==> src/rtl/core/emfd_pkg.sv <==
package emfd_pkg;

	localparam int FRAME_BYTES_DEF = 23;
	localparam logic [7:0] HEADER_BYTE = 8'h55;
	localparam int GAIN_W = 28;
	localparam logic [28:0] FREQ_NUM = 29'd500000000;
	localparam logic [28:0] FREQ_ZERO_PERIOD = 29'd50000;
	localparam logic [21:0] VOLT_MAX = 22'h3FFFFF;
	localparam logic [19:0] CURR_MAX = 20'hFFFFF;
	localparam logic [24:0] POW_POS_MAX = 25'h1FFFFFF;
	localparam logic [25:0] POW_NEG_MAX = 26'h2000000;
	localparam logic [26:0] ENER_MAX = 27'h7FFFFFF;

	localparam logic [1:0] REG_VOLTAGE = 2'd0;
	localparam logic [1:0] REG_CURRENT = 2'd1;
	localparam logic [1:0] REG_POWER = 2'd2;
	localparam logic [1:0] REG_ENERGY = 2'd3;

	// One classified frame handed from the front to the back.
	typedef struct packed {
		logic        bad;
		logic [23:0] current_raw;
		logic [23:0] voltage_raw;
		logic [23:0] power_raw;
		logic [23:0] energy_raw;
		logic [15:0] period_raw;
	} frame_t;

	typedef enum logic [2:0] {
		ST_IDLE, ST_VOLT, ST_CURR, ST_POW, ST_ENER, ST_DIV, ST_OUT
	} back_state_t;

endpackage

==> src/rtl/core/emfd_front.sv <==
module emfd_front #(
	parameter int FRAME_BYTES = emfd_pkg::FRAME_BYTES_DEF
) (
	input  logic             clk,
	input  logic             arst_n,
	input  logic             in_valid,
	input  logic [7:0]       in_byte,
	output logic             frm_valid,
	output emfd_pkg::frame_t frm
);
	import emfd_pkg::*;

	localparam logic [4:0] LAST_IDX = 5'(FRAME_BYTES - 1);

	logic        in_frame_q;
	logic [4:0]  idx_q;
	logic [7:0]  sum_q;
	logic [23:0] cur_q, vol_q, pow_q, ene_q;
	logic [15:0] per_q;

	// Hunt for the header, then accumulate and latch fields by position.
	always_ff @(posedge clk or negedge arst_n) begin
		if (!arst_n) begin
			in_frame_q <= 1'b0;
			idx_q <= '0;
			sum_q <= '0;
			cur_q <= '0; vol_q <= '0; pow_q <= '0; ene_q <= '0; per_q <= '0;
		end else if (in_valid) begin
			if (!in_frame_q) begin
				if (in_byte == HEADER_BYTE) begin
					in_frame_q <= 1'b1;
					idx_q <= 5'd1;
					sum_q <= in_byte;
				end
			end else if (idx_q < LAST_IDX) begin
				sum_q <= sum_q + in_byte;
				idx_q <= idx_q + 5'd1;
				case (idx_q)
					5'd1: cur_q[7:0] <= in_byte;
					5'd2: cur_q[15:8] <= in_byte;
					5'd3: cur_q[23:16] <= in_byte;
					5'd4: vol_q[7:0] <= in_byte;
					5'd5: vol_q[15:8] <= in_byte;
					5'd6: vol_q[23:16] <= in_byte;
					5'd10: pow_q[7:0] <= in_byte;
					5'd11: pow_q[15:8] <= in_byte;
					5'd12: pow_q[23:16] <= in_byte;
					5'd13: ene_q[7:0] <= in_byte;
					5'd14: ene_q[15:8] <= in_byte;
					5'd15: ene_q[23:16] <= in_byte;
					5'd16: per_q[7:0] <= in_byte;
					5'd17: per_q[15:8] <= in_byte;
					default: ;
				endcase
			end else begin
				in_frame_q <= 1'b0;
				idx_q <= '0;
			end
		end
	end

	// The checksum byte completes a frame.
	assign frm_valid = in_valid && in_frame_q && (idx_q >= LAST_IDX);
	assign frm.bad = (in_byte != ~sum_q);
	assign frm.current_raw = cur_q;
	assign frm.voltage_raw = vol_q;
	assign frm.power_raw = pow_q;
	assign frm.energy_raw = ene_q;
	assign frm.period_raw = per_q;

endmodule

==> src/rtl/core/emfd_back.sv <==
module emfd_back (
	input  logic                clk,
	input  logic                arst_n,
	input  logic                frm_valid,
	input  emfd_pkg::frame_t    frm,
	output logic                frm_ready,
	input  logic [27:0]         voltage_gain,
	input  logic [27:0]         current_gain,
	input  logic [27:0]         power_gain,
	input  logic [27:0]         energy_gain,
	output logic                out_valid,
	input  logic                out_stall,
	output logic                status,
	output logic [21:0]         v_rms,
	output logic [19:0]         i_rms,
	output logic signed [25:0]  p_active,
	output logic [26:0]         energy_wh,
	output logic [28:0]         f_line
);
	import emfd_pkg::*;

	back_state_t state_q, state_d;
	frame_t      f_q;
	logic [23:0] mag_q;
	logic        neg_q;
	logic [51:0] prod_q;
	logic [4:0]  cnt_q;
	logic [28:0] rem_q, quo_q;
	logic [23:0] op_a;
	logic [27:0] op_g;
	logic [27:0] prod_hi;
	logic [29:0] trial;

	assign frm_ready = (state_q == ST_IDLE);
	assign out_valid = (state_q == ST_OUT);
	assign prod_hi = prod_q[51:24];
	assign trial = {rem_q, quo_q[28]} - {14'd0, f_q.period_raw};

	// Multiplier operand select, one scaled value per state.
	always_comb begin
		op_a = f_q.voltage_raw;
		op_g = voltage_gain;
		case (state_q)
			ST_VOLT: begin op_a = f_q.voltage_raw; op_g = voltage_gain; end
			ST_CURR: begin op_a = f_q.current_raw; op_g = current_gain; end
			ST_POW:  begin op_a = mag_q; op_g = power_gain; end
			ST_ENER: begin op_a = f_q.energy_raw; op_g = energy_gain; end
			default: ;
		endcase
	end

	// Next state.
	always_comb begin
		state_d = state_q;
		case (state_q)
			ST_IDLE: if (frm_valid) state_d = frm.bad ? ST_OUT : ST_VOLT;
			ST_VOLT: state_d = ST_CURR;
			ST_CURR: state_d = ST_POW;
			ST_POW:  state_d = ST_ENER;
			ST_ENER: state_d = ST_DIV;
			ST_DIV:  if (cnt_q == 5'd28) state_d = ST_OUT;
			ST_OUT:  if (!out_stall) state_d = ST_IDLE;
			default: state_d = ST_IDLE;
		endcase
	end

	always_ff @(posedge clk or negedge arst_n) begin
		if (!arst_n) state_q <= ST_IDLE;
		else state_q <= state_d;
	end

	// Datapath: multiply, saturate the previous product, divide bit by bit.
	always_ff @(posedge clk) begin
		prod_q <= op_a * op_g;
		case (state_q)
			ST_IDLE: if (frm_valid) begin
				f_q <= frm;
				neg_q <= frm.power_raw[23];
				mag_q <= frm.power_raw[23] ? (24'd0 - frm.power_raw) : frm.power_raw;
				status <= frm.bad;
				v_rms <= '0; i_rms <= '0; p_active <= '0;
				energy_wh <= '0; f_line <= '0;
			end
			ST_CURR: v_rms <= (prod_hi > 28'(VOLT_MAX)) ? VOLT_MAX : prod_hi[21:0];
			ST_POW:  i_rms <= (prod_hi > 28'(CURR_MAX)) ? CURR_MAX : prod_hi[19:0];
			ST_ENER: begin
				// Power magnitude with zero power special-cased by the sign.
				if (neg_q && mag_q != 24'd0)
					p_active <= (prod_hi > 28'(POW_NEG_MAX)) ? -$signed(POW_NEG_MAX)
						: -$signed(prod_hi[25:0]);
				else
					p_active <= (prod_hi > 28'(POW_POS_MAX)) ? $signed({1'b0, POW_POS_MAX})
						: $signed(prod_hi[25:0]);
				rem_q <= '0;
				quo_q <= FREQ_NUM;
				cnt_q <= '0;
			end
			ST_DIV: begin
				if (cnt_q == 5'd0)
					energy_wh <= (prod_hi > 28'(ENER_MAX)) ? ENER_MAX : prod_hi[26:0];
				if (cnt_q < 5'd29) begin
					if (!trial[29]) begin
						rem_q <= trial[28:0];
						quo_q <= {quo_q[27:0], 1'b1};
					end else begin
						rem_q <= {rem_q[27:0], quo_q[28]};
						quo_q <= {quo_q[27:0], 1'b0};
					end
				end
				cnt_q <= cnt_q + 5'd1;
				if (cnt_q == 5'd28)
					f_line <= (f_q.period_raw == 16'd0) ? FREQ_ZERO_PERIOD
						: (trial[29] ? {quo_q[27:0], 1'b0} : {quo_q[27:0], 1'b1});
			end
			default: ;
		endcase
	end

endmodule

==> src/rtl/core/emfd_queue.sv <==
module emfd_queue (
	input  logic             clk,
	input  logic             arst_n,
	input  logic             wr_valid,
	input  emfd_pkg::frame_t wr_data,
	output logic             rd_valid,
	output emfd_pkg::frame_t rd_data,
	input  logic             rd_ready
);
	import emfd_pkg::*;

	// Two-entry queue decoupling the byte front from the arithmetic back.
	frame_t     mem_q [2];
	logic       wp_q, rp_q;
	logic [1:0] cnt_q;
	logic       wr, rd;

	assign rd_valid = (cnt_q != 2'd0);
	assign rd_data = mem_q[rp_q];
	assign rd = rd_valid && rd_ready;
	assign wr = wr_valid && (cnt_q != 2'd2);

	always_ff @(posedge clk or negedge arst_n) begin
		if (!arst_n) begin
			wp_q <= 1'b0; rp_q <= 1'b0; cnt_q <= '0;
		end else begin
			if (wr) wp_q <= ~wp_q;
			if (rd) rp_q <= ~rp_q;
			cnt_q <= cnt_q + 2'(wr) - 2'(rd);
		end
	end

	always_ff @(posedge clk) begin
		if (wr) mem_q[wp_q] <= wr_data;
	end

endmodule

==> src/rtl/core/energy_meter_frame_decoder.sv <==
// Byte-serial frame decoder for an energy metering link. The front end
// accepts a byte whenever the input is not stalled; a completed frame then
// goes to the back end, which handles one frame at a time (four multiplies and
// a 29-step restoring divide for frequency). A two-frame queue sits between
// them; the byte input stalls only when that queue is full. Gain registers are
// 28-bit Q24 values written by index 0..3 (voltage, current, power, energy).
module energy_meter_frame_decoder #(
	parameter int FRAME_BYTES = emfd_pkg::FRAME_BYTES_DEF
) (
	input  logic               clk,
	input  logic               arst_n,
	input  logic               in_valid,
	output logic               in_stall,
	input  logic [7:0]         rx_byte,
	output logic               out_valid,
	input  logic               out_stall,
	output logic               status,
	output logic [21:0]        v_rms,
	output logic [19:0]        i_rms,
	output logic signed [25:0] p_active,
	output logic [26:0]        energy_wh,
	output logic [28:0]        f_line,
	input  logic               cfg_valid,
	output logic               cfg_ready,
	input  logic [1:0]         cfg_index,
	input  logic [31:0]        cfg_data
);
	import emfd_pkg::*;

	logic   wr_ok, fr_valid, q_valid, q_ready, q_full;
	frame_t fr, q_data;
	logic   [27:0] vg_q, cg_q, pg_q, eg_q;
	logic   [1:0]  occ_q;

	assign cfg_ready = 1'b1;

	// Gain registers.
	always_ff @(posedge clk or negedge arst_n) begin
		if (!arst_n) begin
			vg_q <= 28'd2267532; cg_q <= 28'd548315;
			pg_q <= 28'd47433463; eg_q <= 28'd102400000;
		end else if (cfg_valid) begin
			case (cfg_index)
				REG_VOLTAGE: vg_q <= cfg_data[27:0];
				REG_CURRENT: cg_q <= cfg_data[27:0];
				REG_POWER:   pg_q <= cfg_data[27:0];
				REG_ENERGY:  eg_q <= cfg_data[27:0];
				default: ;
			endcase
		end
	end

	// Stall bytes while the queue is full.
	always_ff @(posedge clk or negedge arst_n) begin
		if (!arst_n) occ_q <= '0;
		else occ_q <= occ_q + 2'(fr_valid) - 2'(q_valid && q_ready);
	end
	assign q_full = (occ_q == 2'd2);
	assign in_stall = q_full;
	assign wr_ok = in_valid && !in_stall;

	emfd_front #(.FRAME_BYTES(FRAME_BYTES)) u_front (
		.clk, .arst_n, .in_valid(wr_ok), .in_byte(rx_byte),
		.frm_valid(fr_valid), .frm(fr)
	);

	emfd_queue u_queue (
		.clk, .arst_n, .wr_valid(fr_valid), .wr_data(fr),
		.rd_valid(q_valid), .rd_data(q_data), .rd_ready(q_ready)
	);

	emfd_back u_back (
		.clk, .arst_n, .frm_valid(q_valid), .frm(q_data), .frm_ready(q_ready),
		.voltage_gain(vg_q), .current_gain(cg_q), .power_gain(pg_q),
		.energy_gain(eg_q), .out_valid, .out_stall, .status, .v_rms,
		.i_rms, .p_active, .energy_wh, .f_line
	);

endmodule
==> config.mk <==
export PLATFORM = sky130hd
export DESIGN_NAME = energy_meter_frame_decoder
export DESIGN_NICKNAME = d
export VERILOG_FILES = /design/src/rtl/core/emfd_pkg.sv /design/src/rtl/core/emfd_front.sv /design/src/rtl/core/emfd_back.sv /design/src/rtl/core/emfd_queue.sv /design/src/rtl/core/energy_meter_frame_decoder.sv
export SDC_FILE = /design/constraint.sdc
export NUM_CORES = 2
export LEC_CHECK = 0
export ABC_AREA = 1
export BUFFER_PORTS_ARGS = -buffer_cell sky130_fd_sc_hd__buf_2
export CAP_MARGIN = 0
export CORE_UTILIZATION = 55
export DETAILED_ROUTE_END_ITERATION = 7
export PLACE_DENSITY = 0.73
export SLEW_MARGIN = 20
export SYNTH_ARGS = -nofsm -noshare
export SYNTH_HDL_FRONTEND = slang
export SYNTH_SLANG_ARGS = --single-unit
export TNS_END_PERCENT = 1
==> constraint.sdc <==
create_clock -name clk -period 7.7 [get_ports clk]
set_clock_uncertainty 0.05 [all_clocks]
set_input_delay 1.155 -clock clk [delete_from_list [all_inputs] [get_ports clk]]
set_output_delay 1.155 -clock clk [all_outputs]
set_load 0.005 [all_outputs]
==> metrics <==
status complete, no violations; DRC 0; setup slack at placement -163.6 ps; Skew-Pair Late Insertion Delay 650 ps; initial antenna violation count 0; Post-Syn Area between 50000 and 60000 sq um; Final Hold Fails 0; async set-reset flop share out of synthesis 0.3080; Rel. slew slack 0.2475; max_cap viols 0; CTS clk-pin slew, worst paths approximately 60 ps; RSZ-0062 raised after global routing yes; # rows 115; Register Area 22630 sq um; final wirelength 149900 microns; worst-path maximum fanout 15; post-synthesis cell type count 65; Buf/Inv on CP 9; XOR/XNOR Fraction of Synth Area 0.01485; largest area contributor in the netlist edfxtp_1; vias per cell 5.505; largest net degree at the start of global routing 156; Via Count 41280; antenna cell count 0; Yosys warnings 0; most frequent CP cell fa_1; post-route cell area 62710 sq um; number of global-route vias before repair 41420; CTS Buffer Depth 3; endpoint class of the critical path flip-flop; Post-Synthesis Cells 5779; GRT overflow 0; crit share post-route 0.9912; crit path time final about 7600 ps; core box area ~100000 sq um; routability cong. 1.005; overall die height ~320 microns; clk sinks 802; WL/cell 19.98 microns; H-tree Lvls 3; area fraction of the dominant cell type after synthesis 0.2885; Syn Nets 6607; clk root buf clkbuf_16; Port Buffer Count ~170; layout cells sized above 1 0.1351; antenna viol nets, final 0; Tightest Hold Check Type flip-flop to flip-flop; combinational family with the most area after synthesis adder cells; fin cells 7499; Compound-Gate Fraction of Synth Area 0.07006; final-report max-slew violation count 0; Primary FF master, synth edfxtp_1; Initial DRT Pass Iterations 6; Arrival @ worst endpoint 8130 ps; CTS tree built; initial DRC count about 3700; Worst-Margin Slew 1125 ps; Layout Nets 6972; fmax 131.0 MHz; first-pass GRT wire length 230400 microns; Top Ports 175; Yosys reg bits 802; die area between 100000 and 150000 sq um; Die X roughly 320 microns; Layout area overhead 14.34%; post-DP HPWL 112000 microns; critical path required time just over 8000 ps; Total GRT Usage 0.2959; Initial Utilization 0.5565; Post-synth EDFFs ~530; register area share after synthesis 0.4125; # fillers 7868; syn avg cell area 9.491 sq um; multiplexer share of the synthesized area 0.001278; CP startpoint kind flip-flop; count of final setup violators 0; Crit path max-delay family adder cells; dpl cell area roughly 59000 sq um; final worst slack between 60 and 70 ps; area share of fa/ha/maj cells after synthesis 0.2563; WS Path Type flip-flop to flip-flop; cts bufs inserted 83; simple-gate share of the synthesized area 0.1558; max incr delay on CP 550 ps; synth cell count leaders 1218 x nand2_1, 1022 x inv_1, 685 x nor2_1, 571 x fa_1, 527 x edfxtp_1; Multi-input gate area between 20000 and 30000 sq um; number of instances in the placed design 7325; most frequent cell after synthesis nand2_1; Synth area leaders edfxtp_1 29%, fa_1 21%, dfrtp_1 9.3%; CP max-delay cell fa_1
-- routing by layer --
metal | vias up | wire [microns] | track usage
li1 | 18790 | - | -
met1 | 20400 | 58920 | 0.3877
met2 | 1692 | 72370 | 0.4907
met3 | 391 | 11230 | 0.04745
met4 | 0 | 7338 | 0.1258
met5 | - | 0 | 0
-- worst reg2reg max path: cells and delay by family, from the launching register on --
family                     cells  cell delay, ps
adders and majority gates      8            3990
buffers and inverters          9            1130
and+or+nand+nor               10             960
DFF                            1             460
AOI/OAI and AO/OA              4             960
-- placed cells by master, fill, tap and decap left out, drive strengths merged, types with 63 or more instances in the layout --
cell | netlist | final
a21oi | 245 | 245
buf | 71 | 503
clkbuf | 157 | 115
dfrtp | 203 | 203
edfxtp | 527 | 527
fa | 571 | 571
ha | 210 | 210
inv | 1033 | 1033
nand2 | 1222 | 1222
nand3 | 89 | 89
nor2 | 695 | 695
o21ai | 312 | 312
xor2 | 63 | 63
-- through the flow --
stage	hold slack (ps)	utilization	setup TNS (ps)
4_1_cts	412.7	0.6304	-5.594
5_1_grt	431.4	0.6362	-4302
3_5_place_dp	404.2	0.6015	-1410
6_report	409.7	0.6362	0
3_3_place_gp	397.2	0.6015	-197.8
2_1_floorplan	392.4	-	0
-- area by class of cell --
cell class / count / share of cell area
multi-input combinational: 3705 / 0.4414
tap: 1287 / 0.02568
clock inverter: 43 / 0.007602
sequential: 802 / 0.3609
inverter: 1044 / 0.06307
clock buffer: 110 / 0.03685
timing repair buffer: 508 / 0.06453
-- state kept, by name, indices dropped and copies added, names as in the netlist, 29 cells and up --
name	count
u_back.rem_q	29
u_back.f_line	29
u_queue.mem_q	226
u_back.f_q	88
u_back.quo_q	29
-- cells by family after synthesis --
group	Yosys count
xor gates and xnor gates	93
buffers and inverters	1272
and+or+nand+nor	2143
DFF	802
adders and majority gates	781
muxes	7
other	1
AOI/OAI and AO/OA	680
-- what timing repair did --
item | CTS | global route
pin swaps | 1 | 10
endpoints found under the setup margin | 21 | 28
hold buffers | 0 | 0
gates cloned | 0 | 5
resized for setup | 12 | 93
buffers inserted | 2 | 14
-- final timing paths --
| path | startpoint | end | slack [ps] | depth (start not counted) |
|---|---|---|---|---|
| hold / removal | u_front.cur_q[2]$_DFFE_PN0P_ | u_queue.mem_q[1][90]$_DFFE_PP_ | 410 | 0 |
| setup reg to reg | u_back.state_q[1]$_DFFE_PN0P_ | u_back.prod_q[44]$_DFF_P_ | 70 | 31 |
| max in group asynchronous | arst_n | u_queue.rp_q$_DFFE_PN0P_ | 5660 | 2 |
| setup / recovery | u_back.state_q[1]$_DFFE_PN0P_ | u_back.prod_q[44]$_DFF_P_ | 70 | 31 |
| hold reg to reg | u_front.cur_q[2]$_DFFE_PN0P_ | u_queue.mem_q[1][90]$_DFFE_PP_ | 410 | 0 |
| min in group asynchronous | arst_n | eg_q[11]$_DFFE_PN0P_ | 440 | 1 |
Power is left out: the tool's default activity adds up to more than one toggle a clock period on the data nets, which glitch-free logic cannot reach.
